--- src/sde_ram.sv ---
// generic synchronous ram: one write port, two registered read ports
`default_nettype none

module sde_ram #(
   parameter int WIDTH  = 8,
   parameter int DEPTH  = 32,
   parameter int ADDR_W = $clog2(DEPTH)
) (
   input  wire logic              clock,
   input  wire logic              wr_en,
   input  wire logic [ADDR_W-1:0] wr_addr,
   input  wire logic [WIDTH-1:0]  wr_data,
   input  wire logic [ADDR_W-1:0] rd_addr_a,
   output logic      [WIDTH-1:0]  rd_data_a,
   input  wire logic [ADDR_W-1:0] rd_addr_b,
   output logic      [WIDTH-1:0]  rd_data_b
);

   logic [WIDTH-1:0] mem [DEPTH];

   always_ff @(posedge clock) begin
      if (wr_en) begin
         mem[wr_addr] <= wr_data;
      end
      rd_data_a <= mem[rd_addr_a];
      rd_data_b <= mem[rd_addr_b];
   end

endmodule

`default_nettype wire
--- config.mk ---
export PLATFORM = sky130hd
export DESIGN_NAME = sde_ram
export DESIGN_NICKNAME = d
export VERILOG_FILES = /design/src/sde_ram.sv
export SDC_FILE = /design/constraint.sdc
export NUM_CORES = 1
export LEC_CHECK = 0
export BUFFER_PORTS_ARGS = -buffer_cell sky130_fd_sc_hd__buf_2
export CAP_MARGIN = 20
export CORE_MARGIN = 3
export CORE_UTILIZATION = 62
export DETAILED_ROUTE_END_ITERATION = 7
export PLACE_DENSITY = 0.8
export SYNTH_ARGS = -nofsm -noshare
export SYNTH_HDL_FRONTEND = slang
export SYNTH_SLANG_ARGS = --single-unit
export TNS_END_PERCENT = 50
--- constraint.sdc ---
create_clock -name clock -period 3.43 [get_ports clock]
set_input_delay 0.8575 -clock clock [delete_from_list [all_inputs] [get_ports clock]]
set_output_delay 0.8575 -clock clock [all_outputs]
set_load 0.02 [all_outputs]
==> flow_metrics.tcl, run 1 <==
set metrics [dict create \
    yosys_warnings 0 \
    finalWeightedCongestion 0.805 \
    dp_cells 838 \
    tightest_slew_ns 0.646 \
    critical_path_required_ns 3.84 \
    crit_slowest_cell "mux4_2" \
    post_cts_resized 0 \
    postCtsHoldBufs 0 \
    grt_pass1_vias 6705 \
    die-height_um 146 \
    worst-path-max-fanout 16 \
    whs_endpoint "mem[18][6]$_DFFE_PP_" \
    clk_pin_slew_ns 0.06 \
    syn_to_final_growth_pct 13.6 \
    portBuffers 40 \
    timing.final.crit_share 0.728 \
    cp_num_buf_inv 2 \
    clock.fmax_ghz 0.400 \
    drt_iter0_drc 870 \
    drc_errors 0 \
    end_kind "register" \
    dp_hpwl_mm 18.6 \
    setup_viol 0 \
    cts_root_buf "clkbuf_16" \
    powerDensity_nw_per_um2 535 \
    routedWlPerCell_um 34.0 \
    crit_path_start_kind "primary input" \
    crit_family "multiplexers" \
    antenna_found_initial 0 \
    cts_tree "done" \
    leakage_nw 4.46 \
    grt_start_max_net_pins 49 \
    clkSinkCount 272 \
    synth_area_um2 12200 \
    worst-r2r-cell-count 3 \
    hold_start "wr_data[6]" \
    grt_pass1_wl_mm 44.9 \
    wl_met2_mm 14.9 \
    r2r_slack_ns 1.57 \
    final_antenna_net_count 0 \
    highest_layer "met4" \
    routed_wl_mm 30.2 \
    min_path_cells 1 \
    setup_tns_ns 0 \
    path_class "primary input to register" \
    post_cts_buffers 0 \
    rsz0062_at_grt "false" \
    crit_chain "buf_4, buf_4, mux4_2, mux4_2, mux2_2" \
    cpPeakStageDelay_ns 0.55 \
    vias 6425 \
    finalMaxSlewViolations 0 \
    start_util 0.642 \
    synthCells 532 \
    grt_overflow 0 \
    crit_arrival_ns 2.91 \
    row_count 50 \
    outcome "finished, final reports clean" \
    diodes 0 \
    synth-seq-cells 272 \
    ys_seq_area_frac 0.656 \
    synth_nets 557 \
    relSlewSlack 0.569 \
    via_per_inst 7.24 \
    hp-class "primary input to register" \
    fin_skew_ns 0.0120 \
    final_cell_count_no_fill 888 \
    avgSynthCellArea_um2 22.9 \
    num_io_pins 41 \
    die_w_um 146 \
    die_area_um2 21400 \
    first_pass_iters 5 \
    finalHoldViolCount 0 \
    period_needed_ns 2.50 \
    core_area_um2 19000 \
    wirelength_met1_mm 10.5 \
    ir_drop_mv 0.640 \
    cts_max_level 1 \
    cts.path.max_buffers 3 \
    nNetsFinal 632 \
    cts_buffers 27 \
    dr_wl_met3_mm 3.62 \
    maxCapViolCount 0 \
    r2r_end "rd_data_b[4]$_DFF_P_" \
    grtUsageTotal 0.290 \
    timing.rr.start "mem[31][4]$_DFFE_PP_" \
    clk-insertion-delay-late_ns 0.54 \
    ys_types 15 \
    drive_above_1_share 0.492 \
]
[layout by cell type, fill, tap and decap left out]
master and count:
mux2_2 16, bufinv_16 5, nand3b_1 5, or3b_2 3, clkbuf_1 3, clkinv_1 2
nor2_1 33, mux4_2 160, dfxtp_1 16, clkbuf_16 27, buf_4 42, edfxtp_1 256
nand3_1 2, buf_2 38, or3_1 1, inv_6 1, clkbuf_8 2, clkinv_4 1
buf_12 5, clkinv_2 9, nand2_1 1
[layer usage]
metal | up-vias | global-route usage
li1 | 2503 | -
met3 | 81 | 0.0736
met5 | - | 0
met1 | 3373 | 0.405
met4 | 0 | 0.102
met2 | 468 | 0.460
[worst reg2reg max path, stage by stage, from the launching register on]
cell      delay [ns]
edfxtp_1        0.41
mux4_2          0.53
mux4_2          0.50
mux2_2          0.31
[stage by stage]
step	power [mW]	hold WS [ns]	instance area [um2]	util	worst slack, ns
2_1_floorplan	4.18	0.886	12200	-	0.770
3_3_place_gp	4.37	0.904	12900	0.680	0.451
3_5_place_dp	4.39	0.919	12900	0.680	0.382
4_1_cts	7.44	0.804	13900	0.729	0.927
5_1_grt	7.61	0.800	13900	0.729	0.869
6_report	7.41	0.831	13900	0.729	0.932
[Yosys cell counts]
cell type  number  area share
nand3_1         2     0.00082
buf_2           2     0.00082
nor2_1         33       0.010
or3b_2          3      0.0022
buf_4          12      0.0074
nand2_1         1     0.00031
clkbuf_1        7      0.0022
buf_1          16      0.0049
dfxtp_1        16       0.026
mux2_2         16       0.015
mux4_2        160        0.30
buf_6           2      0.0018
or3_1           1     0.00051
nand3b_1        5      0.0031
edfxtp_1      256        0.63
[power by group]
part           switching (mW)  internal [mW]
registers              0.0371           3.69
clock network            1.22           1.86
logic                   0.312          0.287
[how the worst max path moves through the flow]
stage,startpoint,cells past startpoint,slack [ns],to
6_report,rd_addr_a[1],5,0.93,rd_data_a[5]$_DFF_P_
5_1_grt,rd_addr_a[1],5,0.87,rd_data_a[5]$_DFF_P_
4_1_cts,rd_addr_a[1],5,0.93,rd_data_a[5]$_DFF_P_
3_5_place_dp,rd_addr_a[1],5,0.38,rd_data_a[5]$_DFF_P_
3_3_place_gp,rd_addr_a[1],5,0.45,rd_data_a[5]$_DFF_P_
2_1_floorplan,rd_addr_b[1],5,0.77,rd_data_b[0]$_DFF_P_
[cell families after synthesis]
kind of cell | share of synthesized area
buffers and inverters | 0.0171
DFF | 0.656
and+or+nand+nor | 0.0170
muxes | 0.310
[state kept, by name (all words and copies together), names as in the netlist]
| name | cells |
|---|---|
| mem | 256 |
| rd_data_a | 8 |
| rd_data_b | 8 |
[cell type report]
cell class | count | area (um2)
Sequential cell | 272 | 8010
Fill cell | 1093 | 5150
Multi-Input combinational cell | 221 | 3990
Clock buffer | 32 | 714
Timing Repair Buffer | 85 | 606
Tap cell | 260 | 325
Clock inverter | 18 | 220
Note: power is estimated with default switching activity, not from simulation.
==> run 2: changes to the inputs <==
--- a/config.mk
+++ b/config.mk
@@ -8,9 +8,9 @@
 export BUFFER_PORTS_ARGS = -buffer_cell sky130_fd_sc_hd__buf_2
 export CAP_MARGIN = 20
 export CORE_MARGIN = 3
-export CORE_UTILIZATION = 62
+export CORE_UTILIZATION = 56
 export DETAILED_ROUTE_END_ITERATION = 7
-export PLACE_DENSITY = 0.8
+export PLACE_DENSITY = 0.76
 export SYNTH_ARGS = -nofsm -noshare
 export SYNTH_HDL_FRONTEND = slang
 export SYNTH_SLANG_ARGS = --single-unit
==> constraint.sdc (replaced) <==
create_clock -name clock -period 2.2 [get_ports clock]
set_input_delay 0.55 -clock clock [delete_from_list [all_inputs] [get_ports clock]]
set_output_delay 0.55 -clock clock [all_outputs]
set_load 0.02 [all_outputs]
==> run 2 against run 1 <==
  * Flip-flop and latch count is the same
  * Cell count is 4.2% higher
  * Register-to-register slack worse by 1.2 ns
  * Via count decreased by 0.44%
  * Utilization fell by 6.1 points
  * Critical endpoint is now rd_data_b[7]$_DFF_P_
  * Largest power group unchanged
  * Cell area increased by 2.3%
==> flow_metrics.tcl, run 2 (synthesis gave the netlist of run 1 again) <==
set metrics [dict create \
    antenna_found_initial 0 \
    final_cell_mix "edfxtp_1 (256), mux4_2 (160), buf_4 (51), buf_2 (38), nor2_1 (33)" \
    crit_family "multiplexers" \
    end_kind "register" \
    internal_power_mw 8.97 \
    routedWlPerCell_um 32.5 \
    mostFrequentLayoutCell "edfxtp_1" \
    cts.path.max_buffers 3 \
    grt_start_max_net_pins 33 \
    clkSinkCount 272 \
    postCtsHoldBufs 0 \
    maxCapViolCount 0 \
    crit_path_start_kind "primary input" \
    die_w_um 154 \
    path_class "primary input to register" \
    core_area_um2 21200 \
    period_needed_ns 1.95 \
    p_switching_mw 2.43 \
    final_core_util 0.668 \
    diodes 0 \
    final_area_um2 14200 \
    largest_reg_flops 256 \
    finalHoldViolCount 0 \
    cts_tree "done" \
    drt_iter0_drc 699 \
    outcome "finished, final reports clean" \
    crit_arrival_ns 2.37 \
    hp-class "primary input to register" \
    grt_pass1_wl_mm 44.9 \
    crit_chain "buf_4, buf_12, mux4_2, mux4_2, mux2_2" \
    reg_top3 "mem x256, rd_data_a x8, rd_data_b x8" \
    syn_to_final_growth_pct 16.1 \
    powerDensity_nw_per_um2 804 \
    cts_root_buf "clkbuf_16" \
    leakage_nw 4.61 \
    critical_path_required_ns 2.62 \
    cp_num_buf_inv 2 \
    total_power_mw 11.4 \
    clk_pin_slew_ns 0.06 \
    portBuffers 40 \
    cts_buffers 28 \
    layout_setup_ws_ns 0.250 \
    netSwitchingFraction 0.213 \
    setup_viol 0 \
    post_cts_resized 0 \
    drc_errors 0 \
    top_register "mem" \
    rsz0062_at_grt "false" \
    via_per_inst 6.92 \
    relSlewSlack 0.623 \
    seqPwrFrac 0.510 \
    drive_above_1_share 0.506 \
    tightest_slew_ns 0.566 \
    cpPeakStageDelay_ns 0.56 \
    clk-insertion-delay-late_ns 0.53 \
    fin_skew_ns 0.0104 \
    grt_pass1_vias 6935 \
    crit_path_frequent_cell "mux4_2" \
    cts_max_level 1 \
    finalMaxSlewViolations 0 \
    num_io_pins 41 \
    dpl_cell_area_um2 13300 \
    ir_drop_mv 0.805 \
    worst-path-max-fanout 28 \
    post_cts_buffers 0 \
    routed_wl_mm 30.1 \
    vias 6397 \
    grtUsageTotal 0.261 \
    die_area_um2 23600 \
    dp_hpwl_mm 19.5 \
    final_antenna_net_count 0 \
    die-height_um 154 \
    crit_slowest_cell "mux4_2" \
    finalWeightedCongestion 0.897 \
    pre_cts_ws_ns -0.289 \
    grt_overflow 0 \
    first_pass_iters 5 \
    row_count 53 \
    start_util 0.575 \
    nNetsFinal 655 \
    clock.fmax_ghz 0.513 \
    combPwrFrac 0.087 \
    timing.final.crit_share 0.886 \
    p_clk_frac 0.403 \
]
## run 2: cell types whose count changed in the layout (fill, tap and decap cells not counted), moves of 2 or more
| cell | change |
|---|---|
| clkbuf_16 | +2 |
| bufinv_16 | -3 |
| buf_4 | +9 |
| buf_12 | +13 |
## run 2: layout make-up
| cell class | count | area (um2) |
|---|---|---|
| Timing Repair Buffer | 107 | 933 |
| Clock inverter | 14 | 119 |
| Sequential cell | 272 | 8010 |
| Clock buffer | 36 | 782 |
| Fill cell | 1337 | 7040 |
| Multi-Input combinational cell | 221 | 3990 |
| Tap cell | 275 | 344 |
## run 2: path summary, 6_finish.rpt
check	to	slack, ns	startpoint	cells after the start
worst max-delay path	rd_data_b[7]$_DFF_P_	0.25	rd_addr_b[0]	5
worst min-delay path	rd_data_a[2]$_DFF_P_	0.46	rd_addr_a[3]	2
worst max register to register	rd_data_b[7]$_DFF_P_	0.34	mem[30][7]$_DFFE_PP_	3
worst min register to register	rd_data_b[0]$_DFF_P_	0.94	mem[16][0]$_DFFE_PP_	3
## run 2: metal layers
layer / vias up / GRT usage / wire (um)
li1: 2553 / - / -
met1: 3366 / 0.362 / 11100
met2: 404 / 0.408 / 14500
met3: 74 / 0.0746 / 3420
met4: 0 / 0.0887 / 1040
met5: - / 0 / 0
## run 2: worst reg2reg max path, delay by kind of cell (launching register included)
kind | cells | cell delay (ns)
DFF | 1 | 0.40
muxes | 3 | 1.34
## run 2: power by group through the flow
stage	clock network (mW)	logic, mW	registers (mW)
floorplan	0	0.578	5.95
detailed placement	0	0.981	5.92
global placement	0	0.961	5.92
global route	4.88	1.05	5.82
CTS	4.66	0.988	5.82
finish	4.60	0.987	5.82
## run 2: metrics by stage
stage / cells / hold slack, ns / TNS, ns
after global placement: 875 / 0.907 / -3.00
after floorplan: 532 / 0.649 / -0.0482
after global routing: 925 / 0.461 / 0
after CTS: 925 / 0.446 / 0
final: 925 / 0.462 / 0
after detailed placement: 875 / 0.922 / -3.08
==> run 3: changes to the inputs <==
--- a/config.mk
+++ b/config.mk
@@ -8,9 +8,10 @@
 export BUFFER_PORTS_ARGS = -buffer_cell sky130_fd_sc_hd__buf_2
 export CAP_MARGIN = 20
 export CORE_MARGIN = 3
-export CORE_UTILIZATION = 56
+export CORE_UTILIZATION = 58
+export CTS_BUF_LIST = sky130_fd_sc_hd__clkbuf_4 sky130_fd_sc_hd__clkbuf_8
 export DETAILED_ROUTE_END_ITERATION = 7
-export PLACE_DENSITY = 0.76
+export PLACE_DENSITY = 0.78
 export SYNTH_ARGS = -nofsm -noshare
 export SYNTH_HDL_FRONTEND = slang
 export SYNTH_SLANG_ARGS = --single-unit
==> run 3 against run 2 <==
  * Register-to-register slack better by 0.02 ns
  * Sequential power hardly changed
  * Critical path depth stayed put
  * Critical path type unchanged
  * Utilization up 2.3 points
  * Routed wire length shrank 3.4%
  * Cell count rose by 2.3%
  * Clock power rose by 2%
  * Cell area decreased by 0.45%
  * Critical endpoint is now rd_data_a[6]$_DFF_P_
  * Die area is 3.3% lower
  * Largest cell class unchanged
  * Flip-flop and latch count stayed put
  * Highest routed layer unchanged
  * Largest power group unchanged
  * Clock skew is 0.012 ns higher
==> flow_metrics.tcl, run 3 (synthesis gave the netlist of run 1 again) <==
set metrics [dict create \
    clkSinkCount 272 \
    top_register "mem" \
    final_antenna_net_count 0 \
    relSlewSlack 0.584 \
    portBuffers 40 \
    r2r_slack_ns 0.36 \
    first_pass_iters 5 \
    grt_pass1_wl_mm 42.6 \
    core_area_um2 20400 \
    die_area_um2 22800 \
    crit_path_frequent_cell "mux4_2" \
    fin_skew_ns 0.0228 \
    grt_overflow 0 \
    cts_root_buf "clkbuf_8" \
    maxCapViolCount 0 \
    syn_to_final_growth_pct 15.6 \
    clock.fmax_ghz 0.514 \
    reg_top3 "mem x256, rd_data_a x8, rd_data_b x8" \
    drc_errors 0 \
    rsz0062_at_grt "false" \
    drive_above_1_share 0.534 \
    cts_max_level 2 \
    final_area_um2 14100 \
    die-height_um 151 \
    ir_drop_mv 0.632 \
    final_cell_count_no_fill 946 \
    routedWlPerCell_um 30.7 \
    powerDensity_nw_per_um2 812 \
    nNetsFinal 664 \
    finalMaxSlewViolations 0 \
    crit_path_start_kind "primary input" \
    crit_arrival_ns 2.38 \
    row_count 52 \
    cts_buffers 45 \
    period_needed_ns 1.95 \
    crit_chain "buf_4, buf_12, mux4_2, mux4_2, mux2_2" \
    holdWs_ns 0.427 \
    cpPeakStageDelay_ns 0.53 \
    grt_start_max_net_pins 39 \
    num_io_pins 41 \
    finalWeightedCongestion 0.837 \
    timing.rr.start "mem[28][6]$_DFFE_PP_" \
    p_clk_frac 0.408 \
    dpl_cell_area_um2 13100 \
    grt_pass1_vias 6702 \
    critical_path_required_ns 2.64 \
    internal_power_mw 8.92 \
    leakage_nw 4.62 \
    vias 6461 \
    finalHoldViolCount 0 \
    layout_setup_ws_ns 0.255 \
    dp_cells 862 \
    worst-path-max-fanout 20 \
    clk_pin_slew_ns 0.06 \
    cts_tree "done" \
    die_w_um 151 \
    postCtsHoldBufs 0 \
    end_kind "register" \
    combPwrFrac 0.085 \
    largest_reg_flops 256 \
    setup_viol 0 \
    timing.final.crit_share 0.884 \
    via_per_inst 6.83 \
    post_cts_resized 0 \
    pre_cts_ws_ns -0.290 \
    hold_start "rd_addr_b[3]" \
    antenna_found_initial 0 \
    netSwitchingFraction 0.222 \
    dp_hpwl_mm 18.8 \
    clk-insertion-delay-late_ns 0.56 \
    crit_slowest_cell "mux4_2" \
    routed_wl_mm 29.1 \
    final_core_util 0.691 \
    cts.path.max_buffers 3 \
    diodes 0 \
    p_switching_mw 2.54 \
    drt_iter0_drc 641 \
    seqPwrFrac 0.507 \
    grtUsageTotal 0.266 \
    hp-class "primary input to register" \
    outcome "finished, final reports clean" \
    start_util 0.598 \
    startpoint "rd_addr_a[1]" \
    tightest_slew_ns 0.624 \
    mostFrequentLayoutCell "edfxtp_1" \
    post_cts_buffers 0 \
    crit_family "multiplexers" \
    fillers 1250 \
    final_cell_mix "edfxtp_1 (256), mux4_2 (160), clkbuf_8 (59), buf_4 (49), buf_2 (38)" \
    cp_num_buf_inv 2 \
    path_class "primary input to register" \
]
run 3: final cells by class:
type,instances,area (um2),share of cell area
flip-flops and latches,272,8010,0.567
multi-input cells,221,3990,0.283
clock buffers,75,932,0.0660
repair buffers,99,798,0.0566
well taps,270,338,0.0239
clock inverters,9,46.3,0.00328
run 3: power by group through the flow:
stage          Combinational (mW)  Sequential, mW  Clock [mW]
2_1_floorplan               0.578            5.95           0
3_3_place_gp                0.945            5.91           0
3_5_place_dp                0.973            5.92           0
4_1_cts                     0.975            5.81        4.74
5_1_grt                      1.02            5.82        4.97
6_report                    0.974            5.81        4.67
run 3: layer usage:
layer  global-route usage  vias up  wire (um)
met5                    0        -          0
li1                     -     2584          -
met2                0.407      444      14100
met3               0.0691       55       3230
met4               0.0875        0        768
met1                0.384     3378      11000
run 3: worst reg2reg max path: cells and delay by family, from the launching register on:
kind | cells | cell delay, ns
DFF | 1 | 0.42
muxes | 3 | 1.31
run 3: worst paths after layout:
path                          end  depth (start not counted)
min          rd_data_b[2]$_DFF_P_                          2
min reg2reg  rd_data_a[4]$_DFF_P_                          3
max reg2reg  rd_data_a[6]$_DFF_P_                          3
max          rd_data_a[6]$_DFF_P_                          5
run 3: stage by stage:
stage                     setup TNS [ns]  power, mW
after floorplan                  -0.0482       6.53
after global placement             -3.55       6.86
after detailed placement           -3.75       6.89
after CTS                              0       11.5
after global routing                   0       11.8
final                                  0       11.5
